**config.mk**
```make
export PLATFORM = sky130hd
export DESIGN_NAME = vfcm_tri
export DESIGN_NICKNAME = d
export VERILOG_FILES = /design/src/sv/vfcm_pkg.sv /design/src/sv/vfcm_tri.sv
export SDC_FILE = /design/constraint.sdc
export NUM_CORES = 1
export LEC_CHECK = 0
export BUFFER_PORTS_ARGS = -buffer_cell sky130_fd_sc_hd__buf_2
export CAP_MARGIN = 20
export CORE_MARGIN = 3
export CORE_UTILIZATION = 50
export DETAILED_ROUTE_END_ITERATION = 7
export GPL_TIMING_DRIVEN = 0
export PLACE_DENSITY = 0.8
export SLEW_MARGIN = 20
export SYNTH_ARGS = -nofsm -noshare
export SYNTH_HDL_FRONTEND = slang
export SYNTH_SLANG_ARGS = --single-unit
```
**constraint.sdc**
```tcl
create_clock -name i_clk -period 7.1 [get_ports i_clk]
set_input_delay 0.355 -clock i_clk [delete_from_list [all_inputs] [get_ports i_clk]]
set_output_delay 0.355 -clock i_clk [all_outputs]
set_load 0.1 [all_outputs]
```
**src/sv/vfcm_pkg.sv**
```systemverilog
// Shared types, constants and lookup tables for the voxel face-culling mesher.
package vfcm_pkg;

    localparam int CHUNK_SIZE_DEF = 16;
    localparam int VOX_W          = 4;
    localparam int KIND_W         = 2;
    localparam int COORD_W        = 21;
    localparam int COLOR_W        = 32;
    localparam int CHUNK_POS_W    = 16;
    localparam int CFG_IDX_W      = 3;
    localparam int CFG_DATA_W     = 32;
    localparam int FACE_COUNT     = 6;

    // Item opcodes
    localparam logic OP_WRITE = 1'b0;
    localparam logic OP_MESH  = 1'b1;

    // Block kinds
    localparam logic [KIND_W-1:0] KIND_AIR   = 2'd0;
    localparam logic [KIND_W-1:0] KIND_RED   = 2'd1;
    localparam logic [KIND_W-1:0] KIND_BLUE  = 2'd2;
    localparam logic [KIND_W-1:0] KIND_WHITE = 2'd3;

    // Configuration register indexes
    localparam logic [CFG_IDX_W-1:0] CFG_COLOR_ONE   = 3'd0;
    localparam logic [CFG_IDX_W-1:0] CFG_COLOR_TWO   = 3'd1;
    localparam logic [CFG_IDX_W-1:0] CFG_COLOR_THREE = 3'd2;
    localparam logic [CFG_IDX_W-1:0] CFG_CHUNK_X     = 3'd3;
    localparam logic [CFG_IDX_W-1:0] CFG_CHUNK_Y     = 3'd4;
    localparam logic [CFG_IDX_W-1:0] CFG_CHUNK_Z     = 3'd5;

    typedef enum logic [1:0] {
        S_IDLE,
        S_LOOK,
        S_EMIT
    } t_seq_state;

    // One triangle request from the sequencer to the output stage
    typedef struct packed {
        logic [2:0]         face;
        logic               half;
        logic               last;
        logic [KIND_W-1:0]  kind;
        logic [COORD_W-1:0] base_x;
        logic [COORD_W-1:0] base_y;
        logic [COORD_W-1:0] base_z;
    } t_tri_req;

    // Unit-cube corner id -> {dz, dy, dx}
    function automatic logic [2:0] corner_bits(input logic [2:0] id);
        logic [2:0] b;
        unique case (id)
            3'd0: b = 3'b000;
            3'd1: b = 3'b001;
            3'd2: b = 3'b010;
            3'd3: b = 3'b100;
            3'd4: b = 3'b011;
            3'd5: b = 3'b101;
            3'd6: b = 3'b110;
            3'd7: b = 3'b111;
        endcase
        return b;
    endfunction

    // Triangle index (face*2 + half) -> {corner0, corner1, corner2}
    function automatic logic [8:0] tri_corners(input logic [3:0] tri_idx);
        logic [8:0] c;
        unique case (tri_idx)
            4'd0:    c = {3'd0, 3'd3, 3'd6};
            4'd1:    c = {3'd6, 3'd2, 3'd0};
            4'd2:    c = {3'd0, 3'd1, 3'd5};
            4'd3:    c = {3'd5, 3'd3, 3'd0};
            4'd4:    c = {3'd0, 3'd2, 3'd4};
            4'd5:    c = {3'd4, 3'd1, 3'd0};
            4'd6:    c = {3'd7, 3'd5, 3'd1};
            4'd7:    c = {3'd1, 3'd4, 3'd7};
            4'd8:    c = {3'd7, 3'd4, 3'd2};
            4'd9:    c = {3'd2, 3'd6, 3'd7};
            4'd10:   c = {3'd7, 3'd6, 3'd3};
            4'd11:   c = {3'd3, 3'd5, 3'd7};
            default: c = '0;
        endcase
        return c;
    endfunction

endpackage

```
**src/sv/vfcm_tri.sv**
```systemverilog
// Triangle output stage: corner lookup, vertex add and the output register.
module vfcm_tri (
    input  logic                                i_clk,
    input  logic                                i_rst_n,
    input  logic                                i_req_valid,
    input  vfcm_pkg::t_tri_req                  i_req,
    output logic                                o_req_ready,
    input  logic [vfcm_pkg::COLOR_W-1:0]        i_color_one,
    input  logic [vfcm_pkg::COLOR_W-1:0]        i_color_two,
    input  logic [vfcm_pkg::COLOR_W-1:0]        i_color_three,
    output logic                                o_valid,
    input  logic                                i_stall,
    output logic [vfcm_pkg::COLOR_W-1:0]        o_tri_color,
    output logic signed [vfcm_pkg::COORD_W-1:0] o_v0_x,
    output logic signed [vfcm_pkg::COORD_W-1:0] o_v0_y,
    output logic signed [vfcm_pkg::COORD_W-1:0] o_v0_z,
    output logic signed [vfcm_pkg::COORD_W-1:0] o_v1_x,
    output logic signed [vfcm_pkg::COORD_W-1:0] o_v1_y,
    output logic signed [vfcm_pkg::COORD_W-1:0] o_v1_z,
    output logic signed [vfcm_pkg::COORD_W-1:0] o_v2_x,
    output logic signed [vfcm_pkg::COORD_W-1:0] o_v2_y,
    output logic signed [vfcm_pkg::COORD_W-1:0] o_v2_z,
    output logic                                o_last_tri
);
    import vfcm_pkg::*;

    logic               r_valid;
    logic [COLOR_W-1:0] r_color, n_color;
    logic [COORD_W-1:0] r_v0_x, r_v0_y, r_v0_z;
    logic [COORD_W-1:0] r_v1_x, r_v1_y, r_v1_z;
    logic [COORD_W-1:0] r_v2_x, r_v2_y, r_v2_z;
    logic               r_last;
    logic               load;
    logic [8:0]         corners;
    logic [2:0]         c0, c1, c2;

    assign o_req_ready = !r_valid || !i_stall;
    assign load        = i_req_valid && o_req_ready;

    // Corner offsets for this triangle
    assign corners = tri_corners({i_req.face, i_req.half});
    assign c0      = corner_bits(corners[8:6]);
    assign c1      = corner_bits(corners[5:3]);
    assign c2      = corner_bits(corners[2:0]);

    // Color by block kind
    always_comb begin
        unique case (i_req.kind)
            KIND_RED:  n_color = i_color_one;
            KIND_BLUE: n_color = i_color_two;
            default:   n_color = i_color_three;
        endcase
    end

    always_ff @(posedge i_clk) begin
        if (!i_rst_n) begin
            r_valid <= 1'b0;
        end else if (o_req_ready) begin
            r_valid <= i_req_valid;
        end
    end

    // Output payload, loaded when the register is free or draining
    always_ff @(posedge i_clk) begin
        if (load) begin
            r_color <= n_color;
            r_v0_x  <= i_req.base_x + COORD_W'(c0[0]);
            r_v0_y  <= i_req.base_y + COORD_W'(c0[1]);
            r_v0_z  <= i_req.base_z + COORD_W'(c0[2]);
            r_v1_x  <= i_req.base_x + COORD_W'(c1[0]);
            r_v1_y  <= i_req.base_y + COORD_W'(c1[1]);
            r_v1_z  <= i_req.base_z + COORD_W'(c1[2]);
            r_v2_x  <= i_req.base_x + COORD_W'(c2[0]);
            r_v2_y  <= i_req.base_y + COORD_W'(c2[1]);
            r_v2_z  <= i_req.base_z + COORD_W'(c2[2]);
            r_last  <= i_req.last;
        end
    end

    assign o_valid     = r_valid;
    assign o_tri_color = r_color;
    assign o_v0_x      = r_v0_x;
    assign o_v0_y      = r_v0_y;
    assign o_v0_z      = r_v0_z;
    assign o_v1_x      = r_v1_x;
    assign o_v1_y      = r_v1_y;
    assign o_v1_z      = r_v1_z;
    assign o_v2_x      = r_v2_x;
    assign o_v2_y      = r_v2_y;
    assign o_v2_z      = r_v2_z;
    assign o_last_tri  = r_last;

endmodule

```
Yosys cells after proc, flatten, opt, wreduce, memory -nomap -nowiden
Memory sizes are Yosys's and may differ from the RTL's.
Cells that the tools add are included.

word-level totals
  bits in writable memories = 0
  output and inout bits = 224
  bits in latches = 0
  input bits = 170
  bits in read-only memories = 216
  memories kept = 4
  logic and storage cells = 32
  register bits after elaboration = 223

operators by class
  bitwise gates (word level) = 0
  $lt $le $gt $ge = 0
  divide/modulo/power cells = 0
  add/sub/neg operators = 9
  shift-type cells = 0
  $mul = 0
  multiplexer cells = 1
  eq/ne operators = 2
  reductions and logical operators = 4

memories
  name              words  bits a word  read ports  clocked after memory_dff  write ports  RTL line        source
  (name not given)  16     9            1           0                         0            vfcm_pkg.sv:68  unique case (tri_idx)
  (name not given)  8      3            1           0                         0            vfcm_pkg.sv:52  unique case (id)
  (name not given)  8      3            1           0                         0            vfcm_pkg.sv:52
  (name not given)  8      3            1           0                         0            vfcm_pkg.sv:52

operator list
  cell                count
  $add 21x1->21       9
  $pmux 32 s2         1
  $eq 2x1->1 const B  1
  $eq 2x2->1 const B  1
  $logic_not 1->1     2
  $logic_and 1x1->1   1
  $logic_or 1x1->1    1

Depth between registers and ports, before layout
  depth in word-level cells = 3
  mapped depth = 14
  depth with buffers taken out = 12

Least setup slack after synthesis
No wires, ideal clock.

  path kind = register to register
  start point = register r_valid (netlist: o_valid)
  end point = register r_last (netlist: o_last_tri) (enable)
  path buffers = 0
  library setup time = 0.609 ns
  arrival = 6.641 ns
  period minus slack after synthesis = 7.249 ns
  stages on the path, launching flop included = 3
  slack = -0.149 ns
  required time = 6.491 ns
  path through = dfxtp_1 > nand2_1 > and2_1

on the way
  word-level cells in the longest chain between the ends = 3

RTL lines
  what                    RTL line        source
  from (decl)             vfcm_tri.sv:27  logic r_valid;
  from (signal assigned)  vfcm_tri.sv:59  r_valid <= i_req_valid;
  $logic_not 1->1         vfcm_tri.sv:37  assign o_req_ready = !r_valid || !i_stall;
  $logic_or 1x1->1        vfcm_tri.sv:37
  named net o_req_ready   vfcm_tri.sv:7   output logic o_req_ready,
  $logic_and 1x1->1       vfcm_tri.sv:38  assign load = i_req_valid && o_req_ready;
  named net load          vfcm_tri.sv:33  logic load;
  to (signal assigned)    vfcm_tri.sv:76  r_last <= i_req.last;
  to (decl)               vfcm_tri.sv:32  logic r_last;

The timed path passes the listed nets, and every way through them passes these cells.
A chain may end at the register's enable or synchronous reset.

Worst setup path after layout
  start point = input i_req[66] (netlist name)
  end point = register r_v0_z[16] (netlist: o_v0_z[16]) (data pin)

on the way
  word-level cells in the longest chain between the ends = 3

RTL lines
  what                  RTL line        source
  from (decl)           vfcm_tri.sv:6   input vfcm_pkg::t_tri_req i_req,
  $mem_v2 16x9          -
  $mem_v2 8x3           -
  $add 21x1->21         vfcm_tri.sv:69  r_v0_z <= i_req.base_z + COORD_W'(c0[2]);
  to (signal assigned)  vfcm_tri.sv:69
  to (decl)             vfcm_tri.sv:29  logic [COORD_W-1:0] r_v0_x, r_v0_y, r_v0_z;

Every way passes these cells.

==> results.tsv <==
metric	value	unit
synthSimpleGateAreaFrac	14.09	%
grt.met1_usage	32.89	%
cp-end-kind	register	
grt_max_degree	58	
rows	53	
yosys-top-cells-area	edfxtp_1, xor2_1, xnor2_1	
status	completed	
busiest_layer	met2	
worst_pin_slew	0.7517	ns
dieHeight	154.8	um
grt-ovfl-total	0	
clock_path_buffers	3	
synth-main-ff-cell	edfxtp_1	
r2r_end	o_v1_x[13]	
ff2ff_setup_slack	5.39	ns
synth_common_cells	edfxtp_1, xor2_1, nand2_1	
setup_violations	0	
use_met2	42.26	%
stdcell_count	1587	
layout_setup_ws	3.280	ns
antenna_found_initial	1	
multi_input_area	4013	sq um
period_share	53.80	%
crit_path_max_fanout	10	
die_w	154.8	um
die_area	23970	sq um
synthDominantCellAreaShare	60.20	%
vias	8876	
dp.cells	1543	
reg2reg_depth	4	
antenna_left	0	
grtUsageMet3	4.589	%
fin_crit	3.820	ns
clock_skew	0.006986	ns
arrival	4.06	ns
crit_type	input pin to register	
place_ws	2.844	ns
p_per_area	274.4	nW/um^2
leakagePower	5.691	nW
cts.sinks	223	
via_per_inst	5.593	
start_kind	input pin	
seq_area	6686	sq um
clkLatencyLatePin	0.50	ns
drive_gt1_share	33.64	%
hold_violations	0	
hpwl	24180	um
ys_async_sr_fraction	0	%
firstDrtPassIters	5	
synth_edf_count	222	
syn_nets	1108	
synth_area_leader_cell	edfxtp_1	
initial_core_util	51.70	%
fmax	261.8	MHz
synth.cell_area	11070	sq um
final_nets	1492	
p_total	3.866	mW
cts_htree_levels	1	
rsz0062_at_grt	false	
place_congestion	0.9672	
synth_top_family_by_area	simple AND/OR/NAND/NOR gates	
grt_pass1_vias	8546	
synth_seq_cells	223	
endpoint	o_v0_z[16]	
maxSlewHeadroom	49.42	%
yosysSeqAreaShare	60.38	%
synthXorXnorAreaFrac	13.52	%
ys_types	43	
cap_violations	0	
drt_iter0_markers	805	
clk_pin_slew	0.06	ns
ctsHoldBuffers	0	
wl	31800	um
irDropWorstVdd	205.9	uV
cts_tree	built	
crit_start	i_req[66]	
fin_tns_setup	0	ns
grt_usage	25.26	%
nFillCells	1615	
largest_reg_flops	32	
synth_compound_area_share	5.434	%
cts_buffers	24	
timing.rr.start	o_valid	
final_util	65.79	%
yosysMostFrequentCell	edfxtp_1	
cts-root-buf	clkbuf_16	
io_pins	394	
synth_area_per_cell	12.17	sq um
final_max_slew_viol_count	0	
routedWlPerCell	20.04	um
core_area	21420	sq um
port_buffers	354	
drc	0	
cts_setup_buffers	0	
grt_pass1_wl	47780	um
ctsResizeCount	0	
ys_warn_count	0	
muxShareOfSynthArea	0	%
hold_path.class	input pin to register	
post_synth_inst_count	910	
required	7.34	ns
synth_fa_ha_area_share	3.163	%
syn_to_final_growth	27.24	%
==> layout make-up <==
| cell class | count | share of cell area, % |
|---|---|---|
| flip-flops and latches | 223 | 47.45 |
| clock buffers | 33 | 4.866 |
| plain buffers | 74 | 2.548 |
| well taps | 275 | 2.442 |
| diodes | 1 | 0.01776 |
| clock inverters | 10 | 0.7636 |
| multi-input cells | 608 | 28.48 |
| repair buffers | 358 | 13.30 |
| inverters | 5 | 0.1332 |
==> layout by cell type, fill, tap and decap left out, types with 7 or more instances in the layout <==
cell,synthesis,final
nand2b_1,14,14
and3_1,7,7
edfxtp_1,222,222
or2_2,7,7
nand2_1,86,86
a21oi_1,15,15
o21ai_0,41,41
xor2_1,96,96
xnor2_1,75,75
a22oi_1,32,32
clkbuf_1,39,44
nor4_1,14,14
nand4_1,31,31
ha_1,28,28
buf_2,21,375
clkbuf_16,0,25
nor3_1,15,15
nand3_1,35,35
nor2_1,78,78
==> routing by layer <==
metal | routed length (um) | up-vias
met3 | 2714 | 88
met4 | 1345 | 0
li1 | - | 4022
met2 | 15560 | 539
met1 | 12190 | 4227
met5 | 0 | -
==> per-stage QoR <==
stage / hold slack [ns] / instance area [sq um]
after floorplan: 0.4539 / 11080
after global placement: 0.5083 / 13190
after detailed placement: 0.5229 / 13300
after CTS: 0.01118 / 14090
after global routing: 0.007304 / 14090
final: 0.03032 / 14090
==> critical path, stage by stage <==
cell,delay (ns)
buf_2,0.13
clkbuf_1,0.34
inv_1,0.25
ha_1,0.34
clkbuf_1,0.33
nor2_1,0.08
o21ai_0,0.15
o41ai_1,0.13
o21ai_0,0.29
ha_1,0.25
ha_1,0.19
nand3_1,0.30
nor4_1,0.60
nand3_1,0.16
xnor2_1,0.17
==> cells by family after synthesis <==
kind of cell,Yosys count
AND/OR/NAND/NOR,311
flip-flops,223
XOR/XNOR,171
AO/OA/AOI/OAI,98
buffers and inverters,79
adder cells (fa/ha/maj),28
==> how the worst min path moves through the flow <==
| stage | start | endpoint | slack (ns) | cells after the start |
|---|---|---|---|---|
| 3_5_place_dp | o_valid | o_valid | 0.52 | 2 |
| 3_3_place_gp | o_valid | o_valid | 0.51 | 2 |
| 5_1_grt | i_req[65] | o_last_tri | 0.007 | 1 |
| 6_report | i_req[65] | o_last_tri | 0.03 | 1 |
| 2_1_floorplan | i_req[65] | o_last_tri | 0.45 | 0 |
| 4_1_cts | i_req[65] | o_last_tri | 0.01 | 1 |
==> power breakdown <==
part           internal, mW  switching, mW  leakage [nW]
combinational         0.167          0.863          3.15
sequential             1.56         0.0233          2.16
clock                 0.747          0.504         0.377
Note: power is estimated with default switching activity, not from simulation.
