**src/sv/vfcm_pkg.sv**
```systemverilog
// Shared types, constants and lookup tables for the voxel face-culling mesher.
package vfcm_pkg;

    localparam int CHUNK_SIZE_DEF = 16;
    localparam int VOX_W          = 4;
    localparam int KIND_W         = 2;
    localparam int COORD_W        = 21;
    localparam int COLOR_W        = 32;
    localparam int CHUNK_POS_W    = 16;
    localparam int CFG_IDX_W      = 3;
    localparam int CFG_DATA_W     = 32;
    localparam int FACE_COUNT     = 6;

    // Item opcodes
    localparam logic OP_WRITE = 1'b0;
    localparam logic OP_MESH  = 1'b1;

    // Block kinds
    localparam logic [KIND_W-1:0] KIND_AIR   = 2'd0;
    localparam logic [KIND_W-1:0] KIND_RED   = 2'd1;
    localparam logic [KIND_W-1:0] KIND_BLUE  = 2'd2;
    localparam logic [KIND_W-1:0] KIND_WHITE = 2'd3;

    // Configuration register indexes
    localparam logic [CFG_IDX_W-1:0] CFG_COLOR_ONE   = 3'd0;
    localparam logic [CFG_IDX_W-1:0] CFG_COLOR_TWO   = 3'd1;
    localparam logic [CFG_IDX_W-1:0] CFG_COLOR_THREE = 3'd2;
    localparam logic [CFG_IDX_W-1:0] CFG_CHUNK_X     = 3'd3;
    localparam logic [CFG_IDX_W-1:0] CFG_CHUNK_Y     = 3'd4;
    localparam logic [CFG_IDX_W-1:0] CFG_CHUNK_Z     = 3'd5;

    typedef enum logic [1:0] {
        S_IDLE,
        S_LOOK,
        S_EMIT
    } t_seq_state;

    // One triangle request from the sequencer to the output stage
    typedef struct packed {
        logic [2:0]         face;
        logic               half;
        logic               last;
        logic [KIND_W-1:0]  kind;
        logic [COORD_W-1:0] base_x;
        logic [COORD_W-1:0] base_y;
        logic [COORD_W-1:0] base_z;
    } t_tri_req;

    // Unit-cube corner id -> {dz, dy, dx}
    function automatic logic [2:0] corner_bits(input logic [2:0] id);
        logic [2:0] b;
        unique case (id)
            3'd0: b = 3'b000;
            3'd1: b = 3'b001;
            3'd2: b = 3'b010;
            3'd3: b = 3'b100;
            3'd4: b = 3'b011;
            3'd5: b = 3'b101;
            3'd6: b = 3'b110;
            3'd7: b = 3'b111;
        endcase
        return b;
    endfunction

    // Triangle index (face*2 + half) -> {corner0, corner1, corner2}
    function automatic logic [8:0] tri_corners(input logic [3:0] tri_idx);
        logic [8:0] c;
        unique case (tri_idx)
            4'd0:    c = {3'd0, 3'd3, 3'd6};
            4'd1:    c = {3'd6, 3'd2, 3'd0};
            4'd2:    c = {3'd0, 3'd1, 3'd5};
            4'd3:    c = {3'd5, 3'd3, 3'd0};
            4'd4:    c = {3'd0, 3'd2, 3'd4};
            4'd5:    c = {3'd4, 3'd1, 3'd0};
            4'd6:    c = {3'd7, 3'd5, 3'd1};
            4'd7:    c = {3'd1, 3'd4, 3'd7};
            4'd8:    c = {3'd7, 3'd4, 3'd2};
            4'd9:    c = {3'd2, 3'd6, 3'd7};
            4'd10:   c = {3'd7, 3'd6, 3'd3};
            4'd11:   c = {3'd3, 3'd5, 3'd7};
            default: c = '0;
        endcase
        return c;
    endfunction

endpackage

```
**src/sv/vfcm_seq.sv**
```systemverilog
// Item sequencer: stores writes, walks the center and six neighbors, issues triangles.
module vfcm_seq #(
    parameter int CHUNK_SIZE = vfcm_pkg::CHUNK_SIZE_DEF,
    parameter int ADDR_W     = 3 * $clog2(CHUNK_SIZE)
) (
    input  logic                         i_clk,
    input  logic                         i_rst_n,
    // item input channel
    input  logic                         i_valid,
    output logic                         o_stall,
    input  logic                         i_op,
    input  logic [vfcm_pkg::VOX_W-1:0]   i_voxel_x,
    input  logic [vfcm_pkg::VOX_W-1:0]   i_voxel_y,
    input  logic [vfcm_pkg::VOX_W-1:0]   i_voxel_z,
    input  logic [vfcm_pkg::KIND_W-1:0]  i_block_kind,
    // vertex offsets from chunk position
    input  logic [vfcm_pkg::COORD_W-1:0] i_off_x,
    input  logic [vfcm_pkg::COORD_W-1:0] i_off_y,
    input  logic [vfcm_pkg::COORD_W-1:0] i_off_z,
    // store access
    output logic                         o_we,
    output logic [ADDR_W-1:0]            o_waddr,
    output logic [vfcm_pkg::KIND_W-1:0]  o_wdata,
    output logic                         o_re,
    output logic [ADDR_W-1:0]            o_raddr,
    input  logic [vfcm_pkg::KIND_W-1:0]  i_rdata,
    // triangle requests
    output logic                         o_req_valid,
    output vfcm_pkg::t_tri_req           o_req,
    input  logic                         i_req_ready
);
    import vfcm_pkg::*;

    localparam int CW = $clog2(CHUNK_SIZE);
    localparam logic [CW-1:0] MAX_C = CW'(CHUNK_SIZE - 1);
    localparam logic [2:0] LAST_STEP = 3'd6;

    t_seq_state r_state, n_state;
    logic [2:0]            r_step, n_step;
    logic [FACE_COUNT-1:0] r_mask, n_mask;
    logic                  r_half, n_half;
    logic [KIND_W-1:0]     r_kind, n_kind;
    logic [CW-1:0]         r_x, r_y, r_z;
    logic [COORD_W-1:0]    r_base_x, r_base_y, r_base_z;

    logic          acc, in_range;
    logic [CW-1:0] in_x, in_y, in_z;
    logic [2:0]    nxt_step;
    logic          bnd, face_hit;
    logic [2:0]    cur_face;
    logic [FACE_COUNT-1:0] cur_bit, rest;

    assign in_x     = CW'(i_voxel_x);
    assign in_y     = CW'(i_voxel_y);
    assign in_z     = CW'(i_voxel_z);
    assign in_range = (32'(i_voxel_x) < 32'(CHUNK_SIZE)) &&
                      (32'(i_voxel_y) < 32'(CHUNK_SIZE)) &&
                      (32'(i_voxel_z) < 32'(CHUNK_SIZE));
    assign o_stall  = (r_state != S_IDLE);
    assign acc      = i_valid && (r_state == S_IDLE);
    assign nxt_step = r_step + 3'd1;

    // Write path straight into the store
    assign o_we    = acc && in_range && (i_op == OP_WRITE);
    assign o_waddr = {in_x, in_y, in_z};
    assign o_wdata = i_block_kind;

    // Read address: center on transfer, then neighbors x-, y-, z-, x+, y+, z+
    always_comb begin
        o_re    = 1'b0;
        o_raddr = {r_x, r_y, r_z};
        if (r_state == S_IDLE) begin
            o_re    = acc && in_range && (i_op == OP_MESH);
            o_raddr = {in_x, in_y, in_z};
        end else if (r_state == S_LOOK) begin
            o_re = (r_step != LAST_STEP);
            unique case (nxt_step)
                3'd1:    o_raddr = {CW'(r_x - 1'b1), r_y, r_z};
                3'd2:    o_raddr = {r_x, CW'(r_y - 1'b1), r_z};
                3'd3:    o_raddr = {r_x, r_y, CW'(r_z - 1'b1)};
                3'd4:    o_raddr = {CW'(r_x + 1'b1), r_y, r_z};
                3'd5:    o_raddr = {r_x, CW'(r_y + 1'b1), r_z};
                3'd6:    o_raddr = {r_x, r_y, CW'(r_z + 1'b1)};
                default: o_raddr = {r_x, r_y, r_z};
            endcase
        end
    end

    // Chunk boundary test for the neighbor whose data is on i_rdata
    always_comb begin
        unique case (r_step)
            3'd1:    bnd = (r_x == '0);
            3'd2:    bnd = (r_y == '0);
            3'd3:    bnd = (r_z == '0);
            3'd4:    bnd = (r_x == MAX_C);
            3'd5:    bnd = (r_y == MAX_C);
            3'd6:    bnd = (r_z == MAX_C);
            default: bnd = 1'b0;
        endcase
    end
    assign face_hit = bnd || (i_rdata == KIND_AIR);

    // Lowest face still pending
    always_comb begin
        cur_face = 3'd0;
        for (int i = FACE_COUNT - 1; i >= 0; i--) begin
            if (r_mask[i]) begin
                cur_face = 3'(i);
            end
        end
    end
    assign cur_bit = FACE_COUNT'(1) << cur_face;
    assign rest    = r_mask & ~cur_bit;

    assign o_req_valid  = (r_state == S_EMIT);
    assign o_req.face   = cur_face;
    assign o_req.half   = r_half;
    assign o_req.last   = r_half && (rest == '0);
    assign o_req.kind   = r_kind;
    assign o_req.base_x = r_base_x;
    assign o_req.base_y = r_base_y;
    assign o_req.base_z = r_base_z;

    // Next state
    always_comb begin
        n_state = r_state;
        n_step  = r_step;
        n_mask  = r_mask;
        n_half  = r_half;
        n_kind  = r_kind;
        unique case (r_state)
            S_IDLE: begin
                if (acc && in_range && (i_op == OP_MESH)) begin
                    n_state = S_LOOK;
                    n_step  = 3'd0;
                    n_mask  = '0;
                    n_half  = 1'b0;
                end
            end
            S_LOOK: begin
                n_step = nxt_step;
                if (r_step == 3'd0) begin
                    n_kind = i_rdata;
                    if (i_rdata == KIND_AIR) begin
                        n_state = S_IDLE;
                    end
                end else begin
                    n_mask[r_step - 3'd1] = face_hit;
                    if (r_step == LAST_STEP) begin
                        n_state = (n_mask == '0) ? S_IDLE : S_EMIT;
                    end
                end
            end
            S_EMIT: begin
                if (i_req_ready) begin
                    if (r_half) begin
                        n_half = 1'b0;
                        n_mask = rest;
                        if (rest == '0) begin
                            n_state = S_IDLE;
                        end
                    end else begin
                        n_half = 1'b1;
                    end
                end
            end
            default: n_state = S_IDLE;
        endcase
    end

    // Control registers
    always_ff @(posedge i_clk) begin
        if (!i_rst_n) begin
            r_state <= S_IDLE;
            r_step  <= '0;
            r_mask  <= '0;
            r_half  <= 1'b0;
        end else begin
            r_state <= n_state;
            r_step  <= n_step;
            r_mask  <= n_mask;
            r_half  <= n_half;
        end
    end

    // Item payload, captured on transfer
    always_ff @(posedge i_clk) begin
        r_kind <= n_kind;
        if (acc) begin
            r_x      <= in_x;
            r_y      <= in_y;
            r_z      <= in_z;
            r_base_x <= i_off_x + COORD_W'(i_voxel_x);
            r_base_y <= i_off_y + COORD_W'(i_voxel_y);
            r_base_z <= i_off_z + COORD_W'(i_voxel_z);
        end
    end

endmodule

```
**config.mk**
```make
export PLATFORM = sky130hd
export DESIGN_NAME = vfcm_seq
export DESIGN_NICKNAME = d
export VERILOG_FILES = /design/src/sv/vfcm_pkg.sv /design/src/sv/vfcm_seq.sv
export SDC_FILE = /design/constraint.sdc
export NUM_CORES = 1
export LEC_CHECK = 0
export BUFFER_PORTS_ARGS = -buffer_cell sky130_fd_sc_hd__buf_4
export CORE_MARGIN = 2
export CORE_UTILIZATION = 45
export DETAILED_ROUTE_END_ITERATION = 8
export PLACE_DENSITY = 0.83
export SYNTH_ARGS = -nofsm -noshare
export SYNTH_HDL_FRONTEND = slang
export SYNTH_SLANG_ARGS = --single-unit
```
**constraint.sdc**
```tcl
create_clock -name i_clk -period 4.2 [get_ports i_clk]
set_clock_uncertainty 0.15 [all_clocks]
set_input_delay 0.63 -clock i_clk [delete_from_list [all_inputs] [get_ports i_clk]]
set_output_delay 0.63 -clock i_clk [all_outputs]
set_load 0.01 [all_outputs]
```
After elaboration in Yosys (flattened, before gate mapping)
Cells that the tools add are included.
{ "word_totals": {"out_inout_bits": 100, "register_bits": 89, "word_cells": 111, "input_bits": 84} }
{ "op_classes": {"bitwise_logic": 3, "order_cmp": 2, "shifts": 1, "muxes": 35, "eq_ne": 25, "n_reduce_logical": 23, "n_addsub": 11} }
{ "ops": {"columns": ["operator", "count"], "rows": [
  ["12-bit case mux with 6 select lines", 1],
  ["21-bit by 4-bit adder with 21-bit output", 3],
  ["12-bit two-way mux", 2],
  ["6-bit two-way mux", 4],
  ["3-bit two-way mux", 7],
  ["3-bit equality test (second input constant)", 6],
  ["6-bit case mux with 3 select lines", 1],
  ["2-bit two-way mux", 8],
  ["4-bit by 1-bit adder with 4-bit output (second input constant)", 3],
  ["3-bit by 2-bit equality test with 1-bit output (second input constant)", 4],
  ["4-bit equality test (second input constant)", 3],
  ["4-bit logical NOT", 3],
  ["6-bit logical NOT", 2],
  ["4-bit by 1-bit subtractor with 4-bit output (second input constant)", 3],
  ["2-bit by 1-bit inequality test with 1-bit output (second input constant)", 4],
  ["6-bit AND", 1],
  ["6-bit bitwise mux", 1],
  ["3-bit by 1-bit equality test with 1-bit output (second input constant)", 2],
  ["1-bit two-way mux", 6],
  ["3-bit inequality test (second input constant)", 2],
  ["6-bit inverter", 1],
  ["1-bit case mux with 6 select lines", 1],
  ["2-bit case mux with 3 select lines", 1],
  ["3-bit case mux with 2 select lines", 1],
  ["22 further kinds", 30]
]} }

Logic depth before layout (Yosys ltp)
{ "depth": {"depth_word": 14, "mapped_depth": 11, "ltp_nobuf": 10} }

Least setup slack after synthesis
Ideal clock, no wire load.
{ "synth_timing": {"kind": "register -> output", "startpoint": "register r_state[0]", "endpoint": "output port o_we", "n_path_buf": 1, "arrival_time_ns": 3.014, "stages_incl_launch_ff": 6, "required_ns": 3.420, "path_slack_ns": 0.406, "path_cell_list": "dfxtp_1 inv_1 ha_1 clkbuf_1 and2_1 nor2b_1"} }
{ "synth_between": {"elab_chain_len": 3} }
{ "synth_rtl": {"columns": ["item", "line_no", "rtl"], "rows": [
  ["start, declared", "vfcm_seq.sv:38", "t_seq_state r_state, n_state;"],
  ["start signal, assigned", "vfcm_seq.sv:179", "r_state <= n_state;"],
  ["2-bit logical NOT", "vfcm_seq.sv:60", "assign acc = i_valid && (r_state == S_IDLE);"],
  ["1-bit logical AND", "vfcm_seq.sv:60", null],
  ["via acc", "vfcm_seq.sv:46", "logic acc, in_range;"],
  ["1-bit logical AND", "vfcm_seq.sv:64", "assign o_we = acc && in_range && (i_op == OP_WRITE);"],
  ["end, declared", "vfcm_seq.sv:21", "output logic o_we,"]
]} }
The timed path passes the listed nets, and every way through them passes these cells.

Final worst setup path
{ "layout_timing": {"startpoint": "register r_step[2]", "endpoint": "output port o_raddr[7]"} }
{ "layout_between": {"elab_chain_len": 5, "elab_cells_between_ends": 10, "cone_classes": "1 x add/sub; 6 x eq/ne; 3 x mux"} }
{ "layout_rtl": {"columns": ["item", "line_no", "rtl"], "rows": [
  ["start, declared", "vfcm_seq.sv:39", "logic [2:0] r_step, n_step;"],
  ["start signal, assigned", "vfcm_seq.sv:180", "r_step <= n_step;"],
  ["3-bit by 1-bit adder with 3-bit output *", "vfcm_seq.sv:61", "assign nxt_step = r_step + 3'd1;"],
  ["3-bit equality test (tied with other cells)", "vfcm_seq.sv:77", "unique case (nxt_step)"],
  ["12-bit case mux with 6 select lines *", "vfcm_seq.sv:77", null],
  ["12-bit two-way mux *", "vfcm_seq.sv:75", "end else if (r_state == S_LOOK) begin"],
  ["12-bit two-way mux *", "vfcm_seq.sv:72", "if (r_state == S_IDLE) begin"],
  ["end, declared", "vfcm_seq.sv:25", "output logic [ADDR_W-1:0] o_raddr,"]
]} }
Every way passes the cells marked *; elsewhere a longest branch is shown, timed or not.

==> results.tsv <==
stage	metric	value	unit
run_status	outcome	finished clean	
yosys	netlist.area_leader.share	0.417	
critical_path	crit_required	3.42	ns
yosys	ys_seq_area_frac	0.460	
sta	finalSetupTns	0	ns
sta	finalSetupViolCount	0	
die	die_w	115	um
grt	grt_use_met3	0.0601	
routing	wl_per_cell	16.4	um
die	initial_core_util	0.461	
sta	timing.fmax	0.253	GHz
critical_path	path_class	register to output port	
sta	rsz0062_at_grt	no	
routing	wl	13900	um
finish	n_antenna_cell	0	
routing	drc	0	
routing	antenna_left	0	
placed_design	gp_congestion	0.864	
sta	hold_viol	0	
yosys	synth_nets	646	
finish	stdcell_count	843	
sta	drv_slew	0	
routing	drtPass1Iterations	4	
yosys	async_reset_ff_frac	0	
yosys	ys_seq_elements	89	
die	num_rows	40	
sta	slew-limit-headroom	0.495	
placed_design	dp_hpwl	10600	um
finish	area.growth.synth_to_final	30.9	%
critical_path	critPathLaunchType	register	
pwr	power-per-cell-area	366	nW/um^2
sta	tightest_slew	0.758	ns
grt	antenna_found_initial	0	
grt	grt_most_used_layer	met2	
sta	period_needed	3.95	ns
clock_network	hold_buffers	0	
grt	grt-ovfl-total	0	
finish	fill_cells	987	
finish	nets	812	
clock_network	htreeDepth	3	
yosys	yosysTopAreaCell	edfxtp_1	
critical_path	endpoint_kind	output port	
grt	grt_max_degree	43	
finish	drive_above_1_share	0.295	
yosys	synth_cells	526	
grt	use_met2	0.351	
die	die_area	13200	um^2
yosys	ys_types	60	
die	die_h	115	um
grt	grt_usage	0.211	
yosys	yosys-top-cells-count	77 x edfxtp_1, 51 x nand2_1, 39 x xnor2_1	
placed_design	io_buffer_count	179	
pwr	power_leakage	3.02	nW
clock_network	path_clk_slew	0.06	ns
grt	grtUsageMet1	0.260	
clock_network	cts_buffer_depth	2	
clock_network	cts_root_buffer	clkbuf_16	
grt	grt_pass1_wl	22000	um
clock_network	cts_tree	done	
yosys	syn-cell-area	5540	um^2
hold_path	min_path_type	primary input to register	
critical_path	crit_arrival	3.17	ns
yosys	yosysMostFrequentCell	edfxtp_1	
clock_network	clk_latency	0.34	ns
placed_design	dp.cells	828	
die	core_area	12000	um^2
yosys	synth_ff_type	edfxtp_1	
yosys	synth_edf_count	77	
pwr	ir_drop	0.238	mV
critical_path	cp_max_fo	8	
clock_network	cts_sinks	89	
yosys	syn_area_per_cell	10.5	um^2
clock_network	cts_buffers	9	
sta	post-route-period-util	0.941	
routing	vias	4678	
routing	vias_per_cell	5.55	
yosys	synth_area_leaders	edfxtp_1 42%, ha_1 6.8%, xnor2_1 6.2%	
die	num_io_pins	184	
grt	grt_pass1_vias	4598	
job	maxCapViolations	0	
routing	dr.first_iter.drc_count	302	
yosys	ys.warnings.count	0	
-- path summary, 6_finish.rpt --
path,startpoint,to,slack (ns),cells past startpoint
setup / recovery,r_step[2],o_raddr[7],0.25,10
hold / removal,i_rdata[0],r_kind[0],0.32,1
setup reg to reg,r_state[0],r_base_y[17],1.42,4
hold reg to reg,r_state[1],r_state[1],0.37,2
-- cell usage in the layout, fill, tap and decap left out, drive strengths merged, types with 12 or more instances in the layout --
cell | Yosys | layout
inv | 29 | 30
o21ai | 19 | 19
a21oi | 22 | 22
xnor2 | 40 | 40
dfxtp | 12 | 12
nor2 | 29 | 29
nor2b | 15 | 15
ha | 30 | 30
nor3 | 13 | 13
nand2 | 51 | 51
nand3 | 21 | 21
buf | 20 | 181
edfxtp | 77 | 77
xor2 | 25 | 25
-- critical path, cell delays in order, from the launching register on --
cell and delay [ns]:
dfxtp_2 0.46, inv_1 0.13, ha_1 0.41, nand2b_1 0.30, ha_1 0.34, a21o_1 0.15
a21oi_1 0.27, mux2i_1 0.22, a21oi_1 0.08, o31ai_1 0.30, buf_4 0.17
-- layout make-up --
type	count	area, um^2	share of cell area
timing repair buffer	181	1360	0.187
inverter	29	109	0.0150
tap	147	184	0.0253
clock inverter	6	106	0.0147
multi-input combinational	382	2720	0.375
sequential	89	2550	0.352
clock buffer	9	225	0.0310
-- state kept, by name, summed over array words and instances, names as in the netlist --
register  count
r_y           4
r_state       2
r_base_y     21
r_x           4
r_kind        2
r_step        3
r_base_z     21
r_z           4
r_half        1
r_base_x     21
r_mask        6
-- cell families after synthesis --
logic type / share of synthesized area
AO/OA/AOI/OAI: 0.123
XOR/XNOR: 0.107
adder cells (fa/ha/maj): 0.0894
buffers and inverters: 0.0501
flip-flops: 0.460
multiplexers: 0.00722
AND/OR/NAND/NOR: 0.163
-- report_power, final --
group / internal, mW / switching [mW]
Combinational: 0.288 / 0.330
Sequential: 1.07 / 0.0385
Clock: 0.577 / 0.350
-- repair_timing --
action,CTS,global route
gates resized for setup,0,3
endpoints found under the setup margin,0,2
setup buffers,0,0
-- routing by layer --
layer	wire length, um	vias to the layer above
met5	0	-
met4	335	0
met3	992	24
met2	6790	172
met1	5730	2260
li1	-	2222
-- per-stage QoR --
| step | hold WS (ns) | area (um^2) | util | worst slack [ns] | total power [mW] |
|---|---|---|---|---|---|
| finish | 0.321 | 7260 | 0.604 | 0.249 | 2.65 |
| global route | 0.315 | 7260 | 0.604 | 0.0727 | 2.76 |
| CTS | 0.309 | 7250 | 0.604 | 0.0832 | 2.66 |
| detailed placement | 0.367 | 6920 | 0.576 | 0.453 | 1.74 |
| global placement | 0.351 | 6920 | 0.576 | 0.554 | 1.72 |
| floorplan | 0.329 | 5540 | - | 0.406 | 1.45 |
Power figures use the tool's default switching activity.
